`src/oq_pkg.sv`:
```
// Shared types and constants for the ordered queue.
`timescale 1ns / 1ps
package oq_pkg;

  localparam int CAPACITY = 16;
  localparam int KeyW     = 31;
  localparam int DurW     = 31;
  localparam int CountW   = 5;

  typedef enum logic [1:0] {
    KIND_APPEND = 2'd0,
    KIND_POP    = 2'd1,
    KIND_LOOKUP = 2'd2,
    KIND_REMOVE = 2'd3
  } kind_e;

  // Broadcast to every cell of the row.
  typedef struct packed {
    logic            append;
    logic            del;
    logic [KeyW-1:0] key;
    logic [DurW-1:0] dur;
  } oq_cmd_t;

endpackage

```
`src/oq_cell.sv`:
```
// One storage cell of the queue row: compare, priority chain and shift toward the head.
`timescale 1ns / 1ps
module oq_cell (
  input  logic                    clk_i,
  input  oq_pkg::oq_cmd_t         cmd_i,
  input  logic                    occupied_i,
  input  logic                    tail_i,
  input  logic                    hit_i,
  input  logic [oq_pkg::KeyW-1:0] nxt_key_i,
  input  logic [oq_pkg::DurW-1:0] nxt_dur_i,
  output logic                    hit_o,
  output logic                    first_o,
  output logic [oq_pkg::KeyW-1:0] key_o,
  output logic [oq_pkg::DurW-1:0] dur_o
);
  import oq_pkg::*;

  logic [KeyW-1:0] key_q;
  logic [DurW-1:0] dur_q;
  logic            match;

  assign match   = occupied_i && (key_q == cmd_i.key) && (cmd_i.key != '0);
  assign hit_o   = hit_i | match;
  assign first_o = match & ~hit_i;
  assign key_o   = key_q;
  assign dur_o   = dur_q;

  // Entries at or behind the deleted slot take their neighbor's contents.
  always_ff @(posedge clk_i) begin
    if (cmd_i.append && tail_i) begin
      key_q <= cmd_i.key;
      dur_q <= cmd_i.dur;
    end else if (cmd_i.del && hit_o) begin
      key_q <= nxt_key_i;
      dur_q <= nxt_dur_i;
    end
  end

endmodule

```
`src/ordered_queue_with_key_removal.sv`:
```
// Top level of the ordered queue with search and delete by key.
// An accepted item is staged, then executed, and its result is registered at the output.
// The block takes no new item until the staged one commits; each item takes one pass of
// compare, first-match chain and shift through the cell row. A stalled result holds
// the commit of the next item until the result is taken.
// Reset clears the entry count, the staged item and the handshake state; cells are not reset.
`timescale 1ns / 1ps
module ordered_queue_with_key_removal (
  input  logic                      clk_i,
  input  logic                      rst_ni,
  input  logic                      in_valid_i,
  output logic                      in_stall_o,
  input  logic [1:0]                kind_i,
  input  logic [oq_pkg::KeyW-1:0]   key_i,
  input  logic [oq_pkg::DurW-1:0]   duration_i,
  output logic                      out_valid_o,
  input  logic                      out_stall_i,
  output logic                      ok_o,
  output logic [oq_pkg::KeyW-1:0]   key_out_o,
  output logic [oq_pkg::DurW-1:0]   duration_out_o,
  output logic [oq_pkg::CountW-1:0] count_o
);
  import oq_pkg::*;

  typedef enum logic {
    ST_IDLE,
    ST_EXEC
  } state_e;

  state_e            state_q;
  kind_e             kind_q;
  logic [KeyW-1:0]   key_q;
  logic [DurW-1:0]   dur_q;
  logic [CountW-1:0] count_q, count_d;
  logic              out_valid_q;
  logic              ok_q, ok_d;
  logic [KeyW-1:0]   kout_q, kout_d;
  logic [DurW-1:0]   dout_q, dout_d;
  logic [DurW-1:0]   lookup_dur;

  logic                          accept;
  logic                          commit;
  logic                          append_ok;
  logic                          found;
  oq_cmd_t                       cmd;
  logic [CAPACITY:0]             hit;
  logic [CAPACITY-1:0]           first;
  logic [CAPACITY-1:0]           occupied;
  logic [CAPACITY-1:0]           tail;
  logic [CAPACITY:0][KeyW-1:0]   key_a;
  logic [CAPACITY:0][DurW-1:0]   dur_a;

  assign accept    = in_valid_i && !in_stall_o;
  assign in_stall_o = (state_q != ST_IDLE);
  assign commit    = (state_q == ST_EXEC) && (!out_valid_q || !out_stall_i);
  assign append_ok = (key_q != '0) && (dur_q != '0) && (count_q < CountW'(CAPACITY));
  assign found     = hit[CAPACITY];

  assign cmd.append = commit && (kind_q == KIND_APPEND) && append_ok;
  assign cmd.del    = commit && ((kind_q == KIND_POP) || (kind_q == KIND_REMOVE));
  assign cmd.key    = key_q;
  assign cmd.dur    = dur_q;

  assign hit[0]          = (kind_q == KIND_POP);
  assign key_a[CAPACITY] = '0;
  assign dur_a[CAPACITY] = '0;

  for (genvar i = 0; i < CAPACITY; i++) begin : g_cell
    assign occupied[i] = CountW'(i) < count_q;
    assign tail[i]     = CountW'(i) == count_q;

    oq_cell u_cell (
      .clk_i      (clk_i),
      .cmd_i      (cmd),
      .occupied_i (occupied[i]),
      .tail_i     (tail[i]),
      .hit_i      (hit[i]),
      .nxt_key_i  (key_a[i+1]),
      .nxt_dur_i  (dur_a[i+1]),
      .hit_o      (hit[i+1]),
      .first_o    (first[i]),
      .key_o      (key_a[i]),
      .dur_o      (dur_a[i])
    );
  end

  always_comb begin
    lookup_dur = '0;
    for (int i = 0; i < CAPACITY; i++) begin
      if (first[i]) begin
        lookup_dur = lookup_dur | dur_a[i];
      end
    end
  end

  always_comb begin
    ok_d    = 1'b0;
    kout_d  = '0;
    dout_d  = '0;
    count_d = count_q;
    case (kind_q)
      KIND_APPEND: begin
        if (append_ok) begin
          ok_d    = 1'b1;
          count_d = count_q + 1'b1;
        end
      end
      KIND_POP: begin
        if (count_q != '0) begin
          ok_d    = 1'b1;
          kout_d  = key_a[0];
          dout_d  = dur_a[0];
          count_d = count_q - 1'b1;
        end
      end
      KIND_LOOKUP: begin
        if (found) begin
          ok_d   = 1'b1;
          dout_d = lookup_dur;
        end
      end
      KIND_REMOVE: begin
        if (found) begin
          ok_d    = 1'b1;
          count_d = count_q - 1'b1;
        end
      end
      default: begin
        ok_d = 1'b0;
      end
    endcase
  end

  always_ff @(posedge clk_i or negedge rst_ni) begin
    if (!rst_ni) begin
      state_q     <= ST_IDLE;
      kind_q      <= KIND_APPEND;
      key_q       <= '0;
      dur_q       <= '0;
      count_q     <= '0;
      out_valid_q <= 1'b0;
      ok_q        <= 1'b0;
      kout_q      <= '0;
      dout_q      <= '0;
    end else begin
      if (out_valid_q && !out_stall_i && !commit) begin
        out_valid_q <= 1'b0;
      end
      case (state_q)
        ST_IDLE: begin
          if (accept) begin
            state_q <= ST_EXEC;
            kind_q  <= kind_e'(kind_i);
            key_q   <= key_i;
            dur_q   <= duration_i;
          end
        end
        ST_EXEC: begin
          if (commit) begin
            state_q     <= ST_IDLE;
            count_q     <= count_d;
            out_valid_q <= 1'b1;
            ok_q        <= ok_d;
            kout_q      <= kout_d;
            dout_q      <= dout_d;
          end
        end
        default: begin
          state_q <= ST_IDLE;
        end
      endcase
    end
  end

  assign out_valid_o    = out_valid_q;
  assign ok_o           = ok_q;
  assign key_out_o      = kout_q;
  assign duration_out_o = dout_q;
  assign count_o        = count_q;

  a_count_bound: assert property (@(posedge clk_i) disable iff (!rst_ni)
    count_q <= CountW'(CAPACITY))
    else $error("entry count above capacity");

  a_accept_exec: assert property (@(posedge clk_i) disable iff (!rst_ni)
    accept |=> state_q == ST_EXEC)
    else $error("accepted item not executed");

  a_commit_out: assert property (@(posedge clk_i) disable iff (!rst_ni)
    commit |=> out_valid_q)
    else $error("result lost after commit");

  a_count_hold: assert property (@(posedge clk_i) disable iff (!rst_ni)
    !commit |=> count_q == $past(count_q))
    else $error("count changed without commit");

  a_single_first: assert property (@(posedge clk_i) disable iff (!rst_ni)
    $onehot0(first))
    else $error("more than one first match");

endmodule
```
`config.mk`:
```
export PLATFORM = sky130hd
export DESIGN_NAME = ordered_queue_with_key_removal
export DESIGN_NICKNAME = d
export VERILOG_FILES = /design/src/oq_pkg.sv /design/src/oq_cell.sv /design/src/ordered_queue_with_key_removal.sv
export SDC_FILE = /design/constraint.sdc
export NUM_CORES = 2
export LEC_CHECK = 0
export BUFFER_PORTS_ARGS = -buffer_cell sky130_fd_sc_hd__buf_2
export CAP_MARGIN = 40
export CORE_MARGIN = 5
export CORE_UTILIZATION = 45
export DETAILED_ROUTE_END_ITERATION = 6
export PLACE_DENSITY = 0.71
export RECOVER_POWER = 50
export SLEW_MARGIN = 5
export SYNTH_ARGS = -nofsm -noshare
export SYNTH_HDL_FRONTEND = slang
export SYNTH_SLANG_ARGS = --single-unit
```
`constraint.sdc`:
```
create_clock -name clk_i -period 8.05 [get_ports clk_i]
set_clock_uncertainty 0.15 [all_clocks]
set_input_delay 0.4025 -clock clk_i [delete_from_list [all_inputs] [get_ports clk_i]]
set_output_delay 0.4025 -clock clk_i [all_outputs]
set_load 0.02 [all_outputs]
```
==> impl_metrics.ini <==
[status]
status = finished, violations left
violations = max-capacitance violations, max-slew violations

[sta]
worst_slew_pin_slew_ns = 3.61
finalHoldViolCount = 0
fin_crit_sh_pct = 81.4
setup_tns_ns = 0
grt_setup_unrepaired = false
hold_slack_ns = 0.304
final_max_slew_viol_count = 623
final-setup-viol-count = 0
slew-limit-headroom_pct = -141
max_freq_mhz = 153
min_period_ns = 6.56

[layout]
regArea_um2 = 33200
fillers = 10500
final_util_pct = 50.8
multiInputGateArea_um2 = 22600
nNetsFinal = 4320
areaGrowthSynthToFinish_pct = 12.4
drive_gt1_share_pct = 32.5
fin_area_um2 = 64700

[worst_hold_path]
min_to = key_q[30]
hp-start = key_i[30]
hp-class = primary input to flip-flop
hold_depth = 3

[clock_network]
clock_sinks = 1126
clkTransAtPathRegs_ns = 0.06
root_buffer = clkbuf_16
htree_num_levels = 3
cts_tree = yes
cts_setup_buffers = 0
numCtsBuffers = 115
clk-insertion-delay-late_ns = 0.72
cts_buffer_depth = 3

[route]
viasPerCell = 6.08
vias = 36500
totalWireLength_um = 170000
drtAntennaViolNets = 0
drt-initial-drc-count = 4167
routedWlPerCell_um = 28.2
drtPass1Iterations = 6
drc = 0

[floorplanning]
rows = 131
die_area_um2 = 135000
boundaryPins = 138
core_area_um2 = 127000
initial_core_util_pct = 45.2
die_w_um = 368
die_y_um = 368

[worst_setup_path]
required_ns = 8.35
reg2reg_to = g_cell[0].u_cell.dur_o[17]
worstPathArrival_ns = 6.86
critPathKind = flip-flop to flip-flop
regToRegSetupSlack_ns = 1.49
cp-end-kind = flip-flop
critPathMaxFanout = 46
startpoint_type = flip-flop
ff2ff_path_depth = 11
rr_startpoint = dur_q[17]

[logic_synthesis]
async_flop_share_pct = 11.9
ys_seq_area_share_pct = 57.6
netlist_top_cells_count = edfxtp_1 (992), mux2_2 (992), xor2_1 (351), clkbuf_1 (256), nand2_1 (202)
ys_warn_count = 0
yosys_register_bits = 1126
synth_fp_nets = 4262
synth_edf_count = 992
syn-instance-count = 4184
yosys.area.top_type = edfxtp_1
syn_avg_cell_area_um2 = 13.8
ys_types = 64
synth_top_area_share_pct = 51.8
synth-main-ff-cell = edfxtp_1
synth_area_um2 = 57500
ys_top_cells_by_area = edfxtp_1 (52%), mux2_2 (19%), dfrtp_1 (5.8%), xor2_1 (5.3%), xnor2_1 (2.3%)

[pwr]
power_density_nw_per_um2 = 304
leakagePower_uw = 0.0223
ir_worst_vdd_mv = 0.192

[grt]
antenna_found_initial = 3
grt_pass1_wl_um = 249000
grt_max_degree = 64
grt_usage_pct = 24.4
gr-total-overflow = 0
grt_pass1_vias = 36100

[place]
placed_cell_area_um2 = 60400
hpwl_um = 116000
place.gp.congestion = 0.918
io_buffer_count = 137

[job]
cap_violations = 19
[repair_timing]
action                                 4_1_cts  5_1_grt
endpoints found under the hold margin       91        0
resized for setup                            0        0
hold buffers                                69        0
[how the worst max path moves through the flow]
stage | end | cells after the start | slack (ns) | startpoint
floorplan | g_cell[3].u_cell.dur_o[0] | 9 | 0.52 | count_o[1]
global placement | g_cell[9].u_cell.key_o[4] | 11 | 2.10 | key_q[3]
detailed placement | duration_out_o[21] | 12 | 2.52 | key_q[3]
CTS | duration_out_o[19] | 12 | 2.48 | key_q[3]
global route | dur_q[20] | 4 | 1.18 | rst_ni
finish | g_cell[0].u_cell.dur_o[17] | 11 | 1.49 | dur_q[17]
[worst max-delay path: stages (launching register included)]
cell and delay, ns:
dfrtp_1 0.35, clkbuf_1 0.42, nor3_1 0.77, nand4_1 0.36, o21ai_0 0.56, nor2_1 0.12
and3_1 0.30, clkbuf_1 0.36, nand3_4 0.17, clkbuf_1 0.94, clkbuf_2 1.30, mux2_2 0.44
[kinds of logic (layout without fill, tap and decap cells)]
family | count (synthesis) | count (layout) | share of synthesized area (%)
AO/OA/AOI/OAI | 384 | 384 | 5.20
XOR/XNOR | 501 | 501 | 7.62
adder cells (fa/ha/maj) | 10 | 10 | 0.217
buffers and inverters | 474 | 631 | 3.55
flip-flops | 1126 | 1126 | 57.6
multiplexers | 992 | 992 | 19.4
other | 0 | 2 | 0
AND/OR/NAND/NOR | 697 | 697 | 6.41
[cell usage in the layout (no fill, tap or decap), types with 45 or more instances in the layout]
cell type / synthesis / routed
clkbuf_16: 0 / 116
buf_2: 57 / 71
xor2_1: 351 / 351
nand3_1: 50 / 45
xnor2_1: 150 / 150
nor2_1: 110 / 108
buf_4: 25 / 86
mux2_2: 992 / 974
nand2_1: 202 / 189
inv_1: 70 / 70
nor4_1: 104 / 103
clkbuf_1: 256 / 116
nand4_1: 91 / 91
dlygate4sd3_1: 0 / 69
edfxtp_1: 992 / 992
a221oi_1: 62 / 62
dfrtp_1: 134 / 126
o21ai_0: 73 / 72
[cell type report]
| type | instances | share of cell area (%) |
|---|---|---|
| Sequential cell | 1126 | 51.3 |
| Multi-Input combinational cell | 2584 | 35.0 |
| Clock buffer | 160 | 4.99 |
| Timing Repair Buffer | 345 | 4.21 |
| Tap cell | 1662 | 3.22 |
| Clock inverter | 56 | 0.898 |
| Inverter | 70 | 0.406 |
| Antenna cell | 2 | 0.00774 |
[where the power goes]
part / switching, uW / internal, uW
sequential: 831 / 7430
clock: 2330 / 3140
combinational: 3950 / 1960
[flip-flops by register name (all words and copies together) (netlist names)]
register	cells
key_q	31
g_cell.u_cell.dur_o	496
dur_q	31
g_cell.u_cell.key_o	496
out_valid_o	1
key_out_o	31
ok_o	1
kind_q	2
count_o	5
in_stall_o	1
duration_out_o	31
[per-stage QoR]
stage | total power, uW | cells | setup slack [ns]
finish | 19600 | 6005 | 1.49
floorplan | 11900 | 4184 | 0.517
CTS | 19600 | 6002 | 2.48
global placement | 14000 | 5679 | 2.10
detailed placement | 14200 | 5717 | 2.52
global route | 20300 | 6003 | 1.18
[per-layer routing]
layer | vias up | part of all wire [%] | wire length, um | global-route usage (%)
met5 | - | 0.015 | 25 | 0
met1 | 18500 | 40 | 67700 | 33.1
met4 | 4 | 4.0 | 6710 | 8.90
li1 | 15900 | - | - | -
met3 | 324 | 10 | 17300 | 5.67
met2 | 1875 | 46 | 77800 | 38.6
(Power assumes the default switching activity.)
